<file path="config.mk">
export PLATFORM = sky130hd
export DESIGN_NAME = skmh_fin_pipe
export DESIGN_NICKNAME = d
export VERILOG_FILES = /design/src/sv/skmh_pkg.sv /design/src/sv/skmh_fin_pipe.sv
export SDC_FILE = /design/constraint.sdc
export NUM_CORES = 2
export LEC_CHECK = 0
export BUFFER_PORTS_ARGS = -buffer_cell sky130_fd_sc_hd__buf_2
export CORE_ASPECT_RATIO = 1.4
export CORE_MARGIN = 4
export CORE_UTILIZATION = 55
export DETAILED_ROUTE_END_ITERATION = 6
export GPL_ROUTABILITY_DRIVEN = 0
export HOLD_SLACK_MARGIN = 0.05
export PLACE_DENSITY = 0.82
export SYNTH_ARGS = -nofsm -noshare
export SYNTH_HDL_FRONTEND = slang
export SYNTH_SLANG_ARGS = --single-unit
</file>
<file path="constraint.sdc">
create_clock -name clock -period 27.4 [get_ports clock]
set_input_delay 0 -clock clock [delete_from_list [all_inputs] [get_ports clock]]
set_output_delay 0 -clock clock [all_outputs]
set_load 0.03 [all_outputs]
</file>
<file path="src/sv/skmh_pkg.sv">
// Package for the SipHash-2-4 keyed message hash: item types, constants
// and the SipRound / compression functions. No dependencies.
`timescale 1ns / 1ps

package skmh_pkg;

   localparam int WORD_WIDTH      = 64;
   localparam int COUNT_WIDTH     = 4;
   localparam int LEN_WIDTH       = 8;
   localparam int CSR_INDEX_WIDTH = 1;

   localparam logic [CSR_INDEX_WIDTH-1:0] CSR_KEY_LOW  = 1'b0;
   localparam logic [CSR_INDEX_WIDTH-1:0] CSR_KEY_HIGH = 1'b1;

   localparam logic [WORD_WIDTH-1:0] SIP_C0 = 64'h736f6d6570736575;
   localparam logic [WORD_WIDTH-1:0] SIP_C1 = 64'h646f72616e646f6d;
   localparam logic [WORD_WIDTH-1:0] SIP_C2 = 64'h6c7967656e657261;
   localparam logic [WORD_WIDTH-1:0] SIP_C3 = 64'h7465646279746573;
   localparam logic [WORD_WIDTH-1:0] SIP_FINAL_XOR = 64'h00000000000000ff;
   localparam int SIP_LEN_SHIFT = 56;

   localparam logic [COUNT_WIDTH-1:0] FULL_COUNT = 4'd8;

   typedef struct packed {
      logic [WORD_WIDTH-1:0]  msg_word;
      logic [COUNT_WIDTH-1:0] valid_bytes;
      logic                   last;
   } req_type;

   typedef struct packed {
      logic [WORD_WIDTH-1:0] hash_value;
      logic                  framing_error;
   } rsp_type;

   typedef struct packed {
      logic [WORD_WIDTH-1:0] v0;
      logic [WORD_WIDTH-1:0] v1;
      logic [WORD_WIDTH-1:0] v2;
      logic [WORD_WIDTH-1:0] v3;
   } vstate_type;

   // item handed to the finalization pipe
   typedef struct packed {
      vstate_type            v;
      logic [WORD_WIDTH-1:0] block;
      logic                  err;
   } fin_type;

   function automatic vstate_type sip_round(input vstate_type s);
      vstate_type r;
      r = s;
      r.v0 = r.v0 + r.v1;
      r.v1 = {r.v1[50:0], r.v1[63:51]} ^ r.v0;
      r.v0 = {r.v0[31:0], r.v0[63:32]};
      r.v2 = r.v2 + r.v3;
      r.v3 = {r.v3[47:0], r.v3[63:48]} ^ r.v2;
      r.v0 = r.v0 + r.v3;
      r.v3 = {r.v3[42:0], r.v3[63:43]} ^ r.v0;
      r.v2 = r.v2 + r.v1;
      r.v1 = {r.v1[46:0], r.v1[63:47]} ^ r.v2;
      r.v2 = {r.v2[31:0], r.v2[63:32]};
      return r;
   endfunction

   function automatic vstate_type sip_compress(input vstate_type s,
                                               input logic [WORD_WIDTH-1:0] m);
      vstate_type r;
      r = s;
      r.v3 = r.v3 ^ m;
      r = sip_round(sip_round(r));
      r.v0 = r.v0 ^ m;
      return r;
   endfunction

endpackage

</file>
<file path="src/sv/skmh_fin_pipe.sv">
// Finalization pipe: compresses the final block, then the four closing
// SipRounds over two stages, and holds the result item. Uses skmh_pkg.
`timescale 1ns / 1ps

module skmh_fin_pipe (
   input  logic               clock,
   input  logic               reset,
   input  logic               in_valid,
   output logic               in_ready,
   input  skmh_pkg::fin_type  in_item,
   output logic               out_valid,
   input  logic               out_ready,
   output skmh_pkg::rsp_type  out_item
);

   typedef struct packed {
      skmh_pkg::vstate_type v;
      logic                 err;
   } stage_type;

   logic               f1_v_ff, f2_v_ff, f3_v_ff, out_v_ff;
   skmh_pkg::fin_type  f1_ff;
   stage_type          f2_ff, f3_ff;
   skmh_pkg::rsp_type  out_ff;

   logic               f1_rdy, f2_rdy, f3_rdy, out_rdy;
   stage_type          f2_in, f3_in;
   skmh_pkg::vstate_type v_last;
   skmh_pkg::rsp_type  out_in;

   assign out_rdy  = !out_v_ff || out_ready;
   assign f3_rdy   = !f3_v_ff || out_rdy;
   assign f2_rdy   = !f2_v_ff || f3_rdy;
   assign f1_rdy   = !f1_v_ff || f2_rdy;
   assign in_ready = f1_rdy;

   always_comb begin
      f2_in.v   = skmh_pkg::sip_compress(f1_ff.v, f1_ff.block);
      f2_in.v.v2 = f2_in.v.v2 ^ skmh_pkg::SIP_FINAL_XOR;
      f2_in.err = f1_ff.err;

      f3_in.v   = skmh_pkg::sip_round(skmh_pkg::sip_round(f2_ff.v));
      f3_in.err = f2_ff.err;

      v_last = skmh_pkg::sip_round(skmh_pkg::sip_round(f3_ff.v));
      out_in.framing_error = f3_ff.err;
      out_in.hash_value    = f3_ff.err ? '0 : (v_last.v0 ^ v_last.v1 ^ v_last.v2 ^ v_last.v3);
   end

   always_ff @(posedge clock) begin
      if (reset) begin
         f1_v_ff  <= 1'b0;
         f2_v_ff  <= 1'b0;
         f3_v_ff  <= 1'b0;
         out_v_ff <= 1'b0;
      end else begin
         if (f1_rdy) begin
            f1_v_ff <= in_valid;
         end
         if (f2_rdy) begin
            f2_v_ff <= f1_v_ff;
         end
         if (f3_rdy) begin
            f3_v_ff <= f2_v_ff;
         end
         if (out_rdy) begin
            out_v_ff <= f3_v_ff;
         end
      end
   end

   always_ff @(posedge clock) begin
      if (in_valid && f1_rdy) begin
         f1_ff <= in_item;
      end
      if (f1_v_ff && f2_rdy) begin
         f2_ff <= f2_in;
      end
      if (f2_v_ff && f3_rdy) begin
         f3_ff <= f3_in;
      end
      if (f3_v_ff && out_rdy) begin
         out_ff <= out_in;
      end
   end

   assign out_valid = out_v_ff;
   assign out_item  = out_ff;

`ifndef NO_ASSERTIONS
   a_err_zero_hash: assert property (@(posedge clock) disable iff (reset)
      out_v_ff && out_ff.framing_error |-> out_ff.hash_value == '0)
      else $error("error item carries a nonzero hash");

   a_no_overwrite: assert property (@(posedge clock) disable iff (reset)
      f3_v_ff && !out_rdy |=> f3_v_ff && out_v_ff)
      else $error("stalled stage lost its item");
`endif

endmodule
</file>
==> summary.md, run 1 <==
| Metric | Value |
|---|---|
| CTS Sinks | `904` |
| Root Buffer | `clkbuf_16` |
| Synth Register Bits | `904` |
| Initial Util | `55.38%` |
| Top_reg_cell synth | `edfxtp_1` |
| Synth unique cells | `114` |
| Num CTS Buffers | `87` |
| Post-Synth XOR/XNOR Area | `24.46%` |
| Adder-Cell Fraction of Synth Area | `between 10% and 20%` |
| Overall die height | `552.6 µm` |
| Post-CTS Hold Buffers | `647` |
| Io pins | `around 390` |
| Syn nets | `~15000` |
| Number of gates resized after cts | `0` |
| Post-CTS setup buffer count | `0` |
| Vias in the first global route | `135700` |
| Async S/R FF share, synth | `0%` |
| Detailed Place HPWL | `approximately 490000 µm` |
| Syn Area/Cell | `9.010 µm²` |
| Gr ovfl total | `12110` |
| First Error | `[ERROR GRT-0116] Global routing finished with congestion. Check the congestion regions in the DRC Viewer.` |
| Largest family of logic cells by synthesized area | `XOR/XNOR gates` |
| Input/output buffers | `between 300 and 400` |
| Largest net degree at the start of global routing | `approximately 160` |
| Mapped Cells | `12930` |
| Die W | `397.0 µm` |
| Post-synth top cells | `xor2_1, ha_1, xnor2_1, a21oi_1, a21o_1` |
| Status | `aborted with a tool error` |
| Num rows | `a little under 200` |
| Placed cell count | `16070` |
| Post-synthesis compound-gate area fraction | `22.92%` |
| Area of the mapped netlist | `roughly 0.12 mm²` |
| Failed at | `5_1_grt` |
| Most frequent cell after synthesis | `xor2_1` |
| Yosys warning count | `0` |
| Area leader, netlist | `edfxtp_1` |
| Post-synthesis mux area share | `0.07302%` |
| Sequential share of the synthesized area | `23.26%` |
| Post-synth EDFFs | `900` |
| Htree depth | `3` |
| Simple-gate share of the synthesized area | `around 11%` |
| First-pass GRT wire length | `1149000 µm` |
| Area contributors post-synth | `edfxtp_1, ha_1, xor2_1` |
| Deepest clock path buffer count | `3` |
| Post-synth top area share | `a little under a quarter` |
| Total global routing track utilization | `between 60% and 70%` |
-- cell families after synthesis --
kind of cell	Yosys count
AOI/OAI and AO/OA	4133
xor gates and xnor gates	3082
and+or+nand+nor	2625
adders and majority gates	1470
DFF	904
buffers and inverters	710
muxes	8
-- through the flow --
step	cell area (µm²)	worst slack (ns)	util, %	hold WS (ns)
after CTS	131400	11.87	62.47	0.1391
after detailed placement	122000	11.95	58.01	0.1781
after global placement	122000	12.13	58.01	0.1762
after floorplan	116500	7.028	-	0.06907
-- metal layers --
layer	GRT overflow	track usage [%]
met5	21	24.78
met1	199	62.66
met2	9550	94.88
met4	2094	70.58
met3	242	49.05
==> run 2, diff against run 1 <==
--- a/config.mk
+++ b/config.mk
@@ -6,13 +6,11 @@
 export NUM_CORES = 2
 export LEC_CHECK = 0
 export BUFFER_PORTS_ARGS = -buffer_cell sky130_fd_sc_hd__buf_2
-export CORE_ASPECT_RATIO = 1.4
 export CORE_MARGIN = 4
-export CORE_UTILIZATION = 55
+export CORE_UTILIZATION = 40
 export DETAILED_ROUTE_END_ITERATION = 6
 export GPL_ROUTABILITY_DRIVEN = 0
-export HOLD_SLACK_MARGIN = 0.05
-export PLACE_DENSITY = 0.82
+export PLACE_DENSITY_LB_ADDON = 0.15
 export SYNTH_ARGS = -nofsm -noshare
 export SYNTH_HDL_FRONTEND = slang
 export SYNTH_SLANG_ARGS = --single-unit
==> summary.md, run 2 <==
| Metric | Value |
|---|---|
| Iter 0 DRT Violations | `between 15000 and 20000` |
| Peak fanout along the critical path | `5` |
| Root Buffer | `clkbuf_16` |
| Clock slew at reported path FFs | `0.06 ns` |
| Post-synth top area share | `23.19% (unchanged)` |
| Detailed Place HPWL | `518900 µm (+5.1%)` |
| Crit path capture type | `flip-flop` |
| Post-synthesis mux area share | `0.07302% (unchanged)` |
| Post-synthesis compound-gate area fraction | `22.92% (unchanged)` |
| Sum Neg Setup Slack | `0 ns` |
| Max-slew violations | `10` |
| Multi-input gate area | `roughly 0.087 mm²` |
| Final hold vios | `0` |
| Area leader, netlist | `edfxtp_1` |
| WP data required | `27.94 ns` |
| DR WL/cell | `33.51 µm` |
| Failing checks | `DRC, capacitance limit, slew limit` |
| RSZ-0062 raised after global routing | `false` |
| Synth unique cells | `114 (unchanged)` |
| Area of the mapped netlist | `0.1165 mm² (unchanged)` |
| Final ANT Viol Nets | `0` |
| First-pass GRT wire length | `807300 µm` |
| Share of cells above drive strength 1 | `5.396%` |
| Clk_lat worst skew | `approximately 0.8 ns` |
| Worst Path Class, Setup | `flip-flop to flip-flop` |
| Largest register FFs | `around 320` |
| Io pins | `392 (unchanged)` |
| Critical R2R Launch | `f1_ff[193]$_DFFE_PP_` |
| CP Data Arrival Time | `around 17 ns` |
| Commonest non-fill, non-tap cell in the layout | `xor2_1` |
| Overall die height | `547.7 µm (-0.88%)` |
| Top_reg_cell synth | `edfxtp_1` |
| DRC violations left | `1` |
| Vias per cell | `6.244` |
| CTS Sinks | `904 (unchanged)` |
| RR Endpoint | `f2_ff[64]$_DFFE_PP_` |
| Regs by FF count | `f1_ff x321, f2_ff x257, f3_ff x257` |
| Htree depth | `3 (unchanged)` |
| Crit-path max cell delay | `~0.83 ns` |
| HP Class | `primary input to flip-flop` |
| Drt pass-1 iters | `7` |
| Reg2Reg Depth | `59` |
| Syn nets | `14730 (unchanged)` |
| Deepest clock path buffer count | `3 (unchanged)` |
| Critical-path cell with the highest stage delay | `nor3_1` |
| FF-to-FF setup slack | `11.33 ns` |
| Total of max-cap violations | `5` |
| Antenna violations before repair | `30` |
| Fmax | `0.06223 GHz` |
| Status | `complete, but fails checks` |
| Initial Util | `40.30% (-15 points)` |
| Area Overhead vs Synth | `14.37%` |
| Post-Synth XOR/XNOR Area | `24.46% (unchanged)` |
| Post-synth top cells | `xor2_1, ha_1, xnor2_1, a21oi_1, a21o_1` |
| Core Box Area | `0.2891 mm²` |
| Most frequent cell after synthesis | `xor2_1` |
| Simple-gate share of the synthesized area | `11.06% (unchanged)` |
| Yosys warning count | `0 (unchanged)` |
| Post-CTS setup buffer count | `0 (unchanged)` |
| Num rows | `197 (-1.0%)` |
| Final Critical Period | `16.07 ns` |
| Crit start category | `flip-flop` |
| Adder-Cell Fraction of Synth Area | `15.93% (unchanged)` |
| Die W | `547.7 µm (+38%)` |
| Vias | `roughly 110k` |
| Synth Register Bits | `904 (unchanged)` |
| CTS tree | `built` |
| Sequential share of the synthesized area | `23.26% (unchanged)` |
| Largest net degree at the start of global routing | `84` |
| Gr ovfl total | `0` |
| Largest family of logic cells by synthesized area | `XOR/XNOR gates` |
| Input/output buffers | `391 (unchanged)` |
| Final net count | `15800` |
| Vias in the first global route | `a little over 100k` |
| Register area | `0.02711 mm²` |
| Mapped Cells | `12930 (unchanged)` |
| Total global routing track utilization | `a little under two fifths` |
| Fill count | `27940` |
| Critical Path Start | `f1_ff[193]$_DFFE_PP_` |
| Most common cell on crit path | `o21ai_0` |
| Count of final setup violators | `0` |
| Post-synth EDFFs | `900 (unchanged)` |
| CP endpoint | `f2_ff[64]$_DFFE_PP_` |
| HP Start | `out_ready` |
| Die ar. | `0.3000 mm²` |
| Area contributors post-synth | `edfxtp_1, ha_1, xor2_1` |
| Num CTS Buffers | `101 (+16%)` |
| DRT Wirelength | `~600000 µm` |
| Final period utilization | `58.64%` |
| Worst Tran Pin Value | `1.605 ns` |
| Max-Slew Margin vs Limit | `-7.770%` |
| Async S/R FF share, synth | `0% (unchanged)` |
| Syn Area/Cell | `9.010 µm² (unchanged)` |
| Clock skew | `0.06373 ns` |
| Largest reg by FF count | `f1_ff` |
| Most frequent cells in the layout | `xor2_1, ha_1, xnor2_1` |
==> run 2: worst max-delay path: cells and delay by family (launching register included) <==
family	cells	cell delay [ns]
AOI/OAI and AO/OA	35	8.55
and+or+nand+nor	11	2.73
adders and majority gates	6	2.17
xor gates and xnor gates	6	1.87
DFF	1	0.37
buffers and inverters	1	0.07
==> run 2: kinds of logic after synthesis <==
group	count (synthesis)
fa+ha+maj	1470
flops	904
simple gates	2625
buf+inv	710
mux	8
xor+xnor	3082
compound gates	4133
==> run 2: repair_timing <==
item,in CTS,in global routing
endpoints found under the hold margin,344,0
hold buffers,647,0
resized for setup,0,0
==> run 2: how the worst min path moves through the flow <==
stage	slack, ns	to	cells after the start
floorplan	0.07	f1_v_ff$_SDFFE_PP0N_	1
global placement	0.18	f1_ff[147]$_DFFE_PP_	1
detailed placement	0.18	f1_ff[16]$_DFFE_PP_	1
CTS	0.1	out_valid$_SDFFE_PP0P_	5
global route	0.18	out_valid$_SDFFE_PP0P_	5
finish	0.14	out_valid$_SDFFE_PP0P_	5
==> run 2: through the flow <==
| stage | std cells | hold WS (ns) | area, µm² | utilization [%] | setup WS [ns] |
|---|---|---|---|---|---|
| final | 17990 | 0.1379 | 133300 | 46.09 | 11.33 |
| after global routing | 17970 | 0.1810 | 133200 | 46.08 | 10.89 |
| after CTS | 17960 | 0.09751 | 133200 | 46.06 | 12.07 |
| after detailed placement | 17130 | 0.1781 | 123300 | 42.65 | 12.21 |
| after global placement | 17130 | 0.1765 | 123300 | 42.65 | 12.28 |
| after floorplan | 12930 | 0.06907 | 116500 | - | 7.028 |
==> run 2: per-layer routing <==
layer	up-vias	part of all wire (%)	track usage [%]
li1	49520	-	-
met1	52770	36	46.01
met2	7789	41	55.50
met3	2230	12	11.59
met4	29	11	32.30
met5	-	0.058	0.3799
==> run 2: area by class of cell <==
cell class / instances / area share [%]
multi-input cells: 11320 / 65.15
clock inverters: 67 / 0.5765
inverters: 580 / 1.634
repair buffers: 1096 / 6.660
diodes: 26 / 0.04882
well taps: 3880 / 3.643
flip-flops and latches: 904 / 20.34
clock buffers: 120 / 1.950
Power of run 2 is not shown: default switching activity piles up to over one toggle a cycle in this logic, so the estimate is an artifact.
